<file path="src/gbnq_pkg.sv">
package gbnq_pkg;

  localparam int OP_W       = 2;
  localparam int ID_W       = 10;
  localparam int POS_W      = 16;
  localparam int ST_W       = 3;
  localparam int FILL_W     = 3;
  localparam int COORD_W    = 12;
  localparam int CFG_IDX_W  = 2;
  localparam int CFG_DATA_W = 12;
  localparam int ENTRY_W    = ID_W + 2 * POS_W;

  localparam logic [OP_W-1:0] OP_INSERT = 2'd0;
  localparam logic [OP_W-1:0] OP_QUERY  = 2'd1;
  localparam logic [OP_W-1:0] OP_CLEAR  = 2'd2;

  localparam logic [ST_W-1:0] ST_STORED   = 3'd0;
  localparam logic [ST_W-1:0] ST_FULL     = 3'd1;
  localparam logic [ST_W-1:0] ST_OUTSIDE  = 3'd2;
  localparam logic [ST_W-1:0] ST_NEIGHBOR = 3'd3;
  localparam logic [ST_W-1:0] ST_NONE     = 3'd4;
  localparam logic [ST_W-1:0] ST_CLEARED  = 3'd5;

  localparam logic [CFG_IDX_W-1:0] REG_CELL_SIZE = 2'd0;
  localparam logic [CFG_IDX_W-1:0] REG_COLUMNS   = 2'd1;
  localparam logic [CFG_IDX_W-1:0] REG_ROWS      = 2'd2;

  typedef struct packed {
    logic            ready;
    logic            capture;
    logic            div_step;
    logic            clr_step;
    logic            ins_cell;
    logic            ins_base;
    logic            ins_commit;
    logic            nb_cell;
    logic            nb_adv;
    logic            fill_take;
    logic            ent_addr;
    logic            ent_take;
    logic            emit;
    logic            emit_pend;
    logic            emit_last;
    logic [ST_W-1:0] emit_status;
  } cmd_t;

  typedef struct packed {
    logic            accept;
    logic [OP_W-1:0] op;
    logic            div_last;
    logic            sweep_last;
    logic            oob;
    logic            full;
    logic            nb_end;
    logic            nb_in;
    logic            ent_end;
    logic            pend_valid;
    logic            out_free;
  } stat_t;

endpackage

</file>
<file path="src/gbnq_ctrl.sv">
module gbnq_ctrl (
  input  logic            clk,
  input  logic            rst,
  input  gbnq_pkg::stat_t stat,
  output gbnq_pkg::cmd_t  cmd
);
  import gbnq_pkg::*;

  localparam logic [3:0] S_RCLR  = 4'd0;
  localparam logic [3:0] S_IDLE  = 4'd1;
  localparam logic [3:0] S_DIV   = 4'd2;
  localparam logic [3:0] S_ICELL = 4'd3;
  localparam logic [3:0] S_IW    = 4'd4;
  localparam logic [3:0] S_IFILL = 4'd5;
  localparam logic [3:0] S_IWR   = 4'd6;
  localparam logic [3:0] S_EMIT  = 4'd7;
  localparam logic [3:0] S_OCLR  = 4'd8;
  localparam logic [3:0] S_QNB   = 4'd9;
  localparam logic [3:0] S_QW    = 4'd10;
  localparam logic [3:0] S_QF    = 4'd11;
  localparam logic [3:0] S_QE    = 4'd12;
  localparam logic [3:0] S_QEW   = 4'd13;
  localparam logic [3:0] S_QED   = 4'd14;
  localparam logic [3:0] S_QEND  = 4'd15;

  logic [3:0]      state, state_next;
  logic [ST_W-1:0] code, code_next;

  always_ff @(posedge clk) begin
    if (rst) begin
      state <= S_RCLR;
      code  <= ST_STORED;
    end else begin
      state <= state_next;
      code  <= code_next;
    end
  end

  always_comb begin
    cmd        = '0;
    state_next = state;
    code_next  = code;
    unique case (state)
      S_RCLR: begin
        cmd.clr_step = 1'b1;
        if (stat.sweep_last) state_next = S_IDLE;
      end
      S_IDLE: begin
        cmd.ready = 1'b1;
        if (stat.accept) begin
          cmd.capture = 1'b1;
          if (stat.op == OP_INSERT || stat.op == OP_QUERY) state_next = S_DIV;
          else if (stat.op == OP_CLEAR) state_next = S_OCLR;
        end
      end
      S_DIV: begin
        cmd.div_step = 1'b1;
        if (stat.div_last) state_next = (stat.op == OP_INSERT) ? S_ICELL : S_QNB;
      end
      S_ICELL: begin
        if (stat.oob) begin
          code_next  = ST_OUTSIDE;
          state_next = S_EMIT;
        end else begin
          cmd.ins_cell = 1'b1;
          state_next   = S_IW;
        end
      end
      S_IW: state_next = S_IFILL;
      S_IFILL: begin
        if (stat.full) begin
          code_next  = ST_FULL;
          state_next = S_EMIT;
        end else begin
          cmd.ins_base = 1'b1;
          state_next   = S_IWR;
        end
      end
      S_IWR: begin
        cmd.ins_commit = 1'b1;
        code_next      = ST_STORED;
        state_next     = S_EMIT;
      end
      S_EMIT: begin
        if (stat.out_free) begin
          cmd.emit        = 1'b1;
          cmd.emit_last   = 1'b1;
          cmd.emit_status = code;
          state_next      = S_IDLE;
        end
      end
      S_OCLR: begin
        cmd.clr_step = 1'b1;
        if (stat.sweep_last) begin
          code_next  = ST_CLEARED;
          state_next = S_EMIT;
        end
      end
      S_QNB: begin
        if (stat.nb_end) begin
          state_next = S_QEND;
        end else if (stat.nb_in) begin
          cmd.nb_cell = 1'b1;
          state_next  = S_QW;
        end else begin
          cmd.nb_adv = 1'b1;
        end
      end
      S_QW: state_next = S_QF;
      S_QF: begin
        cmd.fill_take = 1'b1;
        state_next    = S_QE;
      end
      S_QE: begin
        if (stat.ent_end) begin
          cmd.nb_adv = 1'b1;
          state_next = S_QNB;
        end else begin
          cmd.ent_addr = 1'b1;
          state_next   = S_QEW;
        end
      end
      S_QEW: state_next = S_QED;
      S_QED: begin
        if (!stat.pend_valid || stat.out_free) begin
          cmd.ent_take  = 1'b1;
          cmd.emit      = stat.pend_valid;
          cmd.emit_pend = 1'b1;
          state_next    = S_QE;
        end
      end
      S_QEND: begin
        if (stat.out_free) begin
          cmd.emit        = 1'b1;
          cmd.emit_pend   = stat.pend_valid;
          cmd.emit_last   = 1'b1;
          cmd.emit_status = ST_NONE;
          state_next      = S_IDLE;
        end
      end
      default: state_next = S_RCLR;
    endcase
  end
endmodule

</file>
<file path="config.mk">
export PLATFORM = sky130hd
export DESIGN_NAME = gbnq_ctrl
export DESIGN_NICKNAME = d
export VERILOG_FILES = /design/src/gbnq_pkg.sv /design/src/gbnq_ctrl.sv
export SDC_FILE = /design/constraint.sdc
export NUM_CORES = 1
export LEC_CHECK = 0
export BUFFER_PORTS_ARGS = -buffer_cell sky130_fd_sc_hd__buf_2
export CAP_MARGIN = 5
export CORE_AREA = 8 8 51 53
export CTS_CLUSTER_SIZE = 12
export DETAILED_ROUTE_END_ITERATION = 16
export DIE_AREA = 0 0 59 61
export PLACE_DENSITY_LB_ADDON = 0.15
export SYNTH_ARGS = -nofsm -noshare
export SYNTH_HDL_FRONTEND = slang
export SYNTH_SLANG_ARGS = --single-unit
export TNS_END_PERCENT = 20
</file>
<file path="constraint.sdc">
create_clock -name clk -period 2.16 [get_ports clk]
set_input_delay 0.108 -clock clk [delete_from_list [all_inputs] [get_ports clk]]
set_output_delay 0.108 -clock clk [all_outputs]
set_load 0.03 [all_outputs]
</file>
==> results of run 1 <==
worst paths after layout:
check	from	endpoint	slack, ns
setup / recovery	state[0]	cmd[9]	0.29
hold / removal	rst	code[1]	0.19
setup reg to reg	state[0]	state[1]	0.38
hold reg to reg	code[0]	code[0]	0.48
logic make-up (layout without fill, tap and decap cells):
group / Yosys count / in the layout / share of synthesized area (%)
AOI/OAI and AO/OA: 27 / 27 / 22.93
xor gates and xnor gates: 1 / 1 / 1.036
and+or+nand+nor: 62 / 62 / 45.71
buffers and inverters: 14 / 44 / 8.283
muxes: 4 / 4 / 5.473
DFF: 7 / 7 / 16.57
final cells by class:
class	count	area share [%]
Clock buffer	4	2.518
Sequential cell	7	13.43
Multi-Input combinational cell	94	60.91
Tap cell	27	3.237
Timing Repair Buffer	36	18.47
Inverter	4	1.439
metrics by stage:
step                      hold slack [ns]  utilization, %  setup WS, ns  total power, W
after CTS                          0.1880           56.66        0.2755        0.001198
after floorplan                    0.2954               -        0.1503       0.0008976
after global placement             0.4485           55.23        0.4262        0.001067
after global routing               0.2098           56.66        0.1875        0.001293
final                              0.1881           56.66        0.2950        0.001194
after detailed placement           0.4486           55.23        0.3800        0.001074
synthesized netlist by cell type (all sizes together):
library cell / n / area, um^2
nand2b: 12 / 82.58
inv: 4 / 15.01
nor4b: 2 / 23.77
nor4: 2 / 12.51
and3: 2 / 12.51
o21a: 1 / 7.510
xor2: 1 / 8.760
a22oi: 2 / 15.01
o211ai: 1 / 7.510
a31oi: 3 / 18.77
a32oi: 2 / 17.52
nor2: 10 / 37.54
nand4b: 1 / 8.760
or2: 1 / 6.260
nor2b: 6 / 37.54
a221oi: 1 / 15.01
a21o: 3 / 23.77
nand4: 2 / 27.53
nand3: 3 / 15.01
a21oi: 3 / 15.01
mux2: 2 / 26.27
a211oi: 2 / 15.01
o31ai: 1 / 7.510
mux2i: 2 / 20.02
dfxtp: 7 / 140.1
nor3b: 2 / 15.01
o21ai: 5 / 25.02
and2: 2 / 13.77
a22o: 2 / 17.52
or4: 3 / 26.27
buf: 6 / 38.79
clkbuf: 4 / 16.26
nand3b: 2 / 15.01
a211o: 1 / 8.760
nand2: 6 / 22.52
nor3: 6 / 30.03
metal layers:
metal	up-vias	share of wire (%)	GRT usage [%]	routed length [um]
met5	-	0	0	0
met3	4	6.3	3.178	154
met2	36	49	23.52	1186
li1	478	-	-	-
met1	428	44	16.39	1063
met4	0	1.2	5.119	29
power groups by stage:
stage               clock (W)  combinational (W)  sequential [W]
floorplan                   0           0.000678        0.000220
global placement            0           0.000824        0.000243
detailed placement          0           0.000829        0.000245
CTS                  0.000124           0.000832        0.000242
global route         0.000133           0.000907        0.000253
finish               0.000121           0.000829        0.000244
registers in the layout (all words and copies together) (netlist names):
| register | flops |
|---|---|
| state | 4 |
| code | 3 |
==> implementation parameters, run 1 <==
Parameter                              Value

Finish
  Share of final-layout standard cells stronger than drive strength 1 ... 33.79%
  Area overhead of the layout relative to synthesis ... 23.37%
  Total non-filler cell area in the finished layout ... 1044 um^2
  Number of antenna repair diodes ... 0
  Most frequent standard cell in the layout excluding fill and tap cells ... sky130_fd_sc_hd__buf_2
  Commonest non-fill, non-tap cells in the layout ... sky130_fd_sc_hd__buf_2, sky130_fd_sc_hd__nand2b_1, sky130_fd_sc_hd__nor2_1
  Total area of sequential cells ... 140.1 um^2
  Final Instance Count excl. Fillers ... 172
  Total Nets Final ... 160
  Fillers ... 187
  Area occupied by multi-input gates ... 635.6 um^2

Die
  Cell row count ... 16
  Vertical die dimension ... 61 um
  Total core area ... 1842 um^2
  Starting density of the core ... 45.92%
  Area of the die ... 3599 um^2
  Boundary Pins ... 32
  X dimension of the die ... 59 um

Clocking
  Hold buffer count at cts ... 0
  Clock-pin transition on the worst setup and hold timing paths ... 0.06 ns
  Clock sinks ... 7
  H-Tree Depth ... 1
  Maximum root-to-sink buffer count ... 2
  Cell at the root of the clock tree ... sky130_fd_sc_hd__clkbuf_4
  Inserted Clock Buffers ... 3
  TritonCTS clock tree ... built
  Setup repair bufs after CTS ... 0
  Worst-skew pair later-pin latency ... 0.25 ns
  Number of gates resized after cts ... 0

STA
  Fin Clk Skew ... 0.006070 ns
  Number of endpoints failing setup at the final stage ... 0
  Slew Limit Headroom ... 69.14%
  Final sum of negative setup slack ... 0 ns
  Setup repair after global routing missed its margin ... false
  Max Clk Rate ... 536.2 MHz
  Fin. max-slew vios ... 0
  Period minus WS final ... 1.865 ns
  Post-route clock period utilization ... 86.34%
  Count of final hold-check violations ... 0
  Slew at the pin closest to its max-slew limit ... 0.4623 ns

Worst setup path
  Type of the worst setup path ... reg -> out
  Sum of buffers and inverters on the critical path ... 1
  WP data required ... 2.05 ns
  Number of cells on the worst reg-to-reg path ... 5
  Arrival time of the worst setup path ... 1.76 ns
  Critical path peak fanout ... 14
  Path length in cells of the critical path ... 4
  Worst-path cell with the longest stage delay ... sky130_fd_sc_hd__dfxtp_1
  Critical path capture point type ... primary output
  Crit path launch type ... flop
  CP cell instances ... nand2b_4 -> or4_4 -> nand2_1 -> buf_2
  Dominant delay contributor by cell family on the critical path ... simple AND/OR/NAND/NOR gates
  Highest cell delay on the worst timing path ... 0.60 ns

Route
  Final routed wirelength across all metal layers ... 2433 um
  Number of iterations in the first detailed-routing pass ... 4
  Vias per Instance ... 5.500
  Count of vias placed by the detailed router ... 946
  Post-detailed-route count of antenna-violating nets ... 0
  DRC violation total after the first TritonRoute iteration ... 28
  Number of design rule violations left after detail routing ... 0
  WL/cell ... 14.15 um

GRT
  Number of antenna violations at the first check in global routing ... 0
  Vias in the first global route ... 825
  Maximum number of pins on one net before global-route repair ... 23
  Global routing usage summed across all routing layers ... 13.79%
  Aggregate global routing overflow ... 0
  Wire length of the first global-routing pass ... 3912 um

Placed design
  Number of buffers inserted by port buffering ... 31
  Final Wtd Congestion ... 0.8160
  Placement Cell Area ... 1017 um^2
  Inst Count DP ... 168
  Detailed Place HPWL ... 1943 um

Synthesis
  Post-synthesis register bit count ... 7
  Mean instance size in the synthesized netlist ... 7.355 um^2
  Synthesized net count ... 129
  Proportion of synthesized chip area in sequential cells ... 16.57%
  Synthesized area ... 845.8 um^2
  Unique cell type count in the Yosys netlist ... 47
  Total of warnings raised by yosys ... 0
  Gate count after technology mapping ... 115

Job
  Count of max-cap constraint violations ... 0

Worst hold path
  Hold crit path type ... in -> reg
  Worst Hold Depth ... 2

Power and ir drop
  Int Pwr ... 0.0005867 W
  Power spent charging and discharging nets ... 0.0006070 W
  Pwr/cell area ... 1144 nW/um^2
  Static Leakage ... 0.4705 nW
  Fraction of power consumed by the clock network ... 10.1%
  Worst supply voltage drop on vdd ... 787.4 uV
  Switching share of total power ... 50.85%
  Share of power burned in combinational logic ... 69.5%
  Share of total power in sequential cells ... 20.4%

Status
  Run status ... completed
No activity file was read; power rests on OpenSTA's default activity.
==> run 2, diff against run 1 <==
--- a/config.mk
+++ b/config.mk
@@ -11,7 +11,7 @@
 export CTS_CLUSTER_SIZE = 12
 export DETAILED_ROUTE_END_ITERATION = 16
 export DIE_AREA = 0 0 59 61
-export PLACE_DENSITY_LB_ADDON = 0.15
+export PLACE_DENSITY = 0.77
 export SYNTH_ARGS = -nofsm -noshare
 export SYNTH_HDL_FRONTEND = slang
 export SYNTH_SLANG_ARGS = --single-unit
==> run 2 against run 1 <==
Against the previous run: register-to-register slack got worse by 0.03 ns; maximum frequency shrank 6.7%; final area down 0.72%; largest cell class unchanged; die area did not move; flip-flop and latch count unchanged.
==> implementation parameters, run 2 (synthesis gave the netlist of run 1 again) <==
Parameter                              Value

Finish
  Registers with the most flip-flops ... state x4, code x3
  Commonest non-fill, non-tap cells in the layout ... sky130_fd_sc_hd__buf_2, sky130_fd_sc_hd__nand2b_1, sky130_fd_sc_hd__nor2_1
  Total area of sequential cells ... 140.1 um^2
  Area overhead of the layout relative to synthesis ... 22.48%
  Most frequent standard cell in the layout excluding fill and tap cells ... sky130_fd_sc_hd__buf_2
  Core Util, Final ... 56.25%
  Total non-filler cell area in the finished layout ... 1036 um^2
  Area occupied by multi-input gates ... 635.6 um^2
  Top register by number of flip-flops ... state
  Share of final-layout standard cells stronger than drive strength 1 ... 33.33%
  Fillers ... 184
  Total Nets Final ... 159
  Number of antenna repair diodes ... 0
  Number of flip-flops under the largest register name ... 4

Clocking
  Maximum root-to-sink buffer count ... 2
  Clock sinks ... 7
  Cell at the root of the clock tree ... sky130_fd_sc_hd__clkbuf_4
  H-Tree Depth ... 1
  Number of gates resized after cts ... 0
  Worst-skew pair later-pin latency ... 0.25 ns
  Hold buffer count at cts ... 0
  Inserted Clock Buffers ... 3
  Setup repair bufs after CTS ... 0
  TritonCTS clock tree ... built
  Clock-pin transition on the worst setup and hold timing paths ... 0.06 ns

GRT
  Aggregate global routing overflow ... 0
  Maximum number of pins on one net before global-route repair ... 22
  Vias in the first global route ... 893
  Number of antenna violations at the first check in global routing ... 0
  Wire length of the first global-routing pass ... 4084 um
  Global routing usage summed across all routing layers ... 14.06%

Die
  Area of the die ... 3599 um^2
  Boundary Pins ... 32
  Starting density of the core ... 45.92%
  Vertical die dimension ... 61 um
  Total core area ... 1842 um^2
  X dimension of the die ... 59 um
  Cell row count ... 16

Status
  Run status ... completed

STA
  Slew at the pin closest to its max-slew limit ... 0.6441 ns
  Count of final hold-check violations ... 0
  Final sum of negative setup slack ... 0 ns
  Number of endpoints failing setup at the final stage ... 0
  Fin. max-slew vios ... 0
  Fin Clk Skew ... 0.003385 ns
  Setup repair after global routing missed its margin ... false
  Post-route clock period utilization ... 92.56%
  Max Clk Rate ... 500.2 MHz
  Period minus WS final ... 1.999 ns
  Slew Limit Headroom ... 57.00%

Worst setup path
  Crit path launch type ... flop
  Arrival time of the worst setup path ... 1.89 ns
  Critical path capture point type ... primary output
  Type of the worst setup path ... reg -> out
  WP data required ... 2.05 ns
  Critical path peak fanout ... 16

Placed design
  Number of buffers inserted by port buffering ... 31
  Final Wtd Congestion ... 0.9418
  Detailed Place HPWL ... 1933 um
  Placement Cell Area ... 1010 um^2

Power and ir drop
  Pwr/cell area ... 1146 nW/um^2
  Power after layout ... 0.001187 W
  Worst supply voltage drop on vdd ... 624.4 uV
  Static Leakage ... 0.4651 nW

Job
  Count of max-cap constraint violations ... 0

Route
  Post-detailed-route count of antenna-violating nets ... 0
  Count of vias placed by the detailed router ... 982
  Topmost layer with routed signal wires ... met4
  DRC violation total after the first TritonRoute iteration ... 30
  WL/cell ... 14.56 um
  Met2 Routed Length ... 1213 um
  Met3 WL post-DR ... 171 um
  Vias per Instance ... 5.743
  Final routed wirelength across all metal layers ... 2490 um
  Number of design rule violations left after detail routing ... 0
  Number of iterations in the first detailed-routing pass ... 4
  Met1 Wirelength ... 1044 um

Worst hold path
  Hold crit path type ... in -> reg
## run 2: changes by cell type in the layout (fill, tap and decap cells not counted)
cell and change:
sky130_fd_sc_hd__buf_4 -1
## run 2: worst paths after layout
kind / slack (ns) / depth (start not counted) / startpoint / end
max reg2reg: 0.35 / 4 / state[1] / state[0]
min: 0.18 / 2 / rst / code[1]
min reg2reg: 0.48 / 1 / code[0] / code[0]
max: 0.16 / 4 / state[2] / cmd[12]
## run 2: power by group
part | leakage [nW] | switching, W | total (W) | internal (W)
Sequential | 0.0570 | 0.000114 | 0.000285 | 0.000170
Combinational | 0.393 | 0.000441 | 0.000779 | 0.000338
Clock | 0.0150 | 0.0000528 | 0.000124 | 0.0000708
## run 2: area by class of cell
cell class                      count  area share, %
Timing Repair Buffer               35          17.87
Inverter                            4          1.449
Multi-Input combinational cell     94          61.35
Sequential cell                     7          13.53
Clock buffer                        4          2.536
Tap cell                           27          3.261
## run 2: per-stage QoR
stage	cells	hold slack, ns	setup WS [ns]
4_1_cts	171	0.1845	0.1990
3_5_place_dp	167	0.4449	0.3519
5_1_grt	171	0.1926	0.02627
6_report	171	0.1827	0.1608
2_1_floorplan	115	0.2954	0.1503
3_3_place_gp	167	0.4369	0.4044
## run 2: critical path, stage by stage, from the launching register on
cell and delay (ns):
sky130_fd_sc_hd__dfxtp_1 0.63, sky130_fd_sc_hd__buf_4 0.26, sky130_fd_sc_hd__nand2b_1 0.09, sky130_fd_sc_hd__nor3_1 0.36, sky130_fd_sc_hd__buf_2 0.29
## run 2: layer usage
layer / track usage (%) / vias to the layer above
li1: - / 477
met5: 0 / -
met4: 6.143 / 0
met3: 3.814 / 9
met1: 17.02 / 460
met2: 22.74 / 36
==> run 3, diff against run 2 <==
--- a/config.mk
+++ b/config.mk
@@ -12,6 +12,8 @@
 export DETAILED_ROUTE_END_ITERATION = 16
 export DIE_AREA = 0 0 59 61
 export PLACE_DENSITY = 0.77
+export REMOVE_ABC_BUFFERS = 1
+export SETUP_SLACK_MARGIN = 0.15
 export SYNTH_ARGS = -nofsm -noshare
 export SYNTH_HDL_FRONTEND = slang
 export SYNTH_SLANG_ARGS = --single-unit
==> run 3 against run 2 <==
Against the previous run: flip-flop and latch count did not move; non-clock buffer count up 2; combinational power rose by 7.8%; hold slack improved by 0.013 ns; register-to-register slack better by 0.04 ns; worst setup slack improved by 0.15 ns; clock-buffer cell count is the same; final area grew 1.4%; sequential power fell by 8.8%; utilization increased by 0.82 points; critical path type unchanged; highest routed layer unchanged.
==> implementation parameters, run 3 (synthesis gave the netlist of run 1 again) <==
Parameter                              Value

Finish
  Share of final-layout standard cells stronger than drive strength 1 ... 34.25%
  Most frequent standard cell in the layout excluding fill and tap cells ... sky130_fd_sc_hd__buf_2
  Top register by number of flip-flops ... state
  Fillers ... 184
  Commonest non-fill, non-tap cells in the layout ... sky130_fd_sc_hd__buf_2, sky130_fd_sc_hd__nand2b_1, sky130_fd_sc_hd__nor2_1
  Total Nets Final ... 161
  Core Util, Final ... 57.07%
  Registers with the most flip-flops ... state x4, code x3
  Number of flip-flops under the largest register name ... 4
  Area overhead of the layout relative to synthesis ... 24.26%
  Number of antenna repair diodes ... 0

Worst hold path
  Startpoint of the tightest hold check path ... rst
  Worst Hold Depth ... 2
  Hold crit path type ... in -> reg
  Worst hold endpoint ... code[1]

STA
  Final sum of negative setup slack ... 0 ns
  Setup repair after global routing missed its margin ... false
  Number of endpoints failing setup at the final stage ... 0
  Fin. max-slew vios ... 0
  Slew at the pin closest to its max-slew limit ... 0.5793 ns
  Post-route clock period utilization ... 85.82%
  Period minus WS final ... 1.854 ns
  Count of final hold-check violations ... 0
  Fin Clk Skew ... 0.003091 ns
  Slew Limit Headroom ... 61.33%
  Minimum hold slack ... 0.1959 ns
  Setup ws final ... 0.3064 ns
  Max Clk Rate ... 539.5 MHz

Power and ir drop
  Power after layout ... 0.001225 W
  Static Leakage ... 0.4755 nW
  Pwr/cell area ... 1166 nW/um^2
  Worst supply voltage drop on vdd ... 492.7 uV

Worst setup path
  R2r setup slk ... 0.39 ns
  Sum of buffers and inverters on the critical path ... 1
  Critical path capture point type ... primary output
  CP cell instances ... nand2b_1 -> or4_4 -> nand2_1 -> buf_2
  Arrival time of the worst setup path ... 1.75 ns
  Highest cell delay on the worst timing path ... 0.49 ns
  Number of cells on the worst reg-to-reg path ... 4
  Worst-path cell with the longest stage delay ... sky130_fd_sc_hd__dfxtp_1
  Critical path peak fanout ... 17
  Type of the worst setup path ... reg -> out
  Start of the worst register-to-register path ... state[2]
  Dominant delay contributor by cell family on the critical path ... simple AND/OR/NAND/NOR gates
  Path length in cells of the critical path ... 4
  R2R Path End ... state[0]
  Crit path launch type ... flop
  WP data required ... 2.05 ns

Placed design
  Dpl ws ... 0.4415 ns
  Final Wtd Congestion ... 0.8930
  Number of buffers inserted by port buffering ... 31
  Detailed Place HPWL ... 2012 um

Clocking
  Number of gates resized after cts ... 0
  Clock-pin transition on the worst setup and hold timing paths ... 0.06 ns
  Maximum root-to-sink buffer count ... 2
  Worst-skew pair later-pin latency ... 0.25 ns
  Setup repair bufs after CTS ... 0
  Hold buffer count at cts ... 0
  H-Tree Depth ... 1
  Clock sinks ... 7
  TritonCTS clock tree ... built
  Inserted Clock Buffers ... 3
  Cell at the root of the clock tree ... sky130_fd_sc_hd__clkbuf_4

Route
  DRC violation total after the first TritonRoute iteration ... 56
  Number of iterations in the first detailed-routing pass ... 4
  Number of design rule violations left after detail routing ... 0
  Vias per Instance ... 5.746
  Post-detailed-route count of antenna-violating nets ... 0
  Count of vias placed by the detailed router ... 994
  WL/cell ... 14.96 um
  Final routed wirelength across all metal layers ... 2588 um

Die
  Total core area ... 1842 um^2
  Area of the die ... 3599 um^2
  X dimension of the die ... 59 um
  Cell row count ... 16
  Boundary Pins ... 32
  Vertical die dimension ... 61 um
  Starting density of the core ... 45.92%

Job
  Count of max-cap constraint violations ... 0

GRT
  Aggregate global routing overflow ... 0
  Maximum number of pins on one net before global-route repair ... 18
  Global routing usage summed across all routing layers ... 14.78%
  Number of antenna violations at the first check in global routing ... 0
  Vias in the first global route ... 919
  Wire length of the first global-routing pass ... 4222 um

Status
  Run status ... completed
[run 3: changes by cell type in the layout (fill, tap and decap cells not counted), sizes merged]
| cell | previous run | this run |
|---|---|---|
| buf | 35 | 37 |
[run 3: report_power, final]
group          total (W)  switching, W  internal, W
Clock           0.000125     0.0000544    0.0000709
Sequential      0.000260     0.0000894     0.000171
Combinational   0.000840      0.000483     0.000357
Total            0.00123      0.000627     0.000599
[run 3: final cells by class]
cell class              instances  area [um^2]  share of cell area, %
multi-input cells              94        635.6                  60.48
repair buffers                 37        200.2                  19.05
flip-flops and latches          7        140.1                  13.33
well taps                      27        33.78                  3.214
clock buffers                   4        26.28                  2.500
inverters                       4        15.01                  1.429
[run 3: worst max path at each step]
stage                     to      from
global placement    state[0]  state[2]
floorplan           state[0]  state[0]
detailed placement  state[0]  state[2]
global route          cmd[1]  state[2]
CTS                   cmd[9]  state[2]
finish                cmd[9]  state[2]
[run 3: metrics by stage]
step | instances | area, um^2
after floorplan | 105 | 790.8
after global placement | 169 | 1025
after detailed placement | 169 | 1025
after CTS | 173 | 1051
after global routing | 173 | 1051
final | 173 | 1051
[run 3: layer usage]
layer / track usage (%) / share of wire (%) / vias up
met5: 0 / 0 / -
met4: 3.754 / 0.27 / 0
met3: 3.814 / 8.1 / 2
met2: 25.86 / 48 / 43
met1: 17.44 / 44 / 472
li1: - / - / 477
[run 3: worst register-to-register path: stages, from the launching register on]
cell                      delay (ns)
sky130_fd_sc_hd__dfxtp_1        0.69
sky130_fd_sc_hd__nor3_1         0.19
sky130_fd_sc_hd__a32oi_1        0.28
sky130_fd_sc_hd__nand4_4        0.18
sky130_fd_sc_hd__mux2_4         0.32
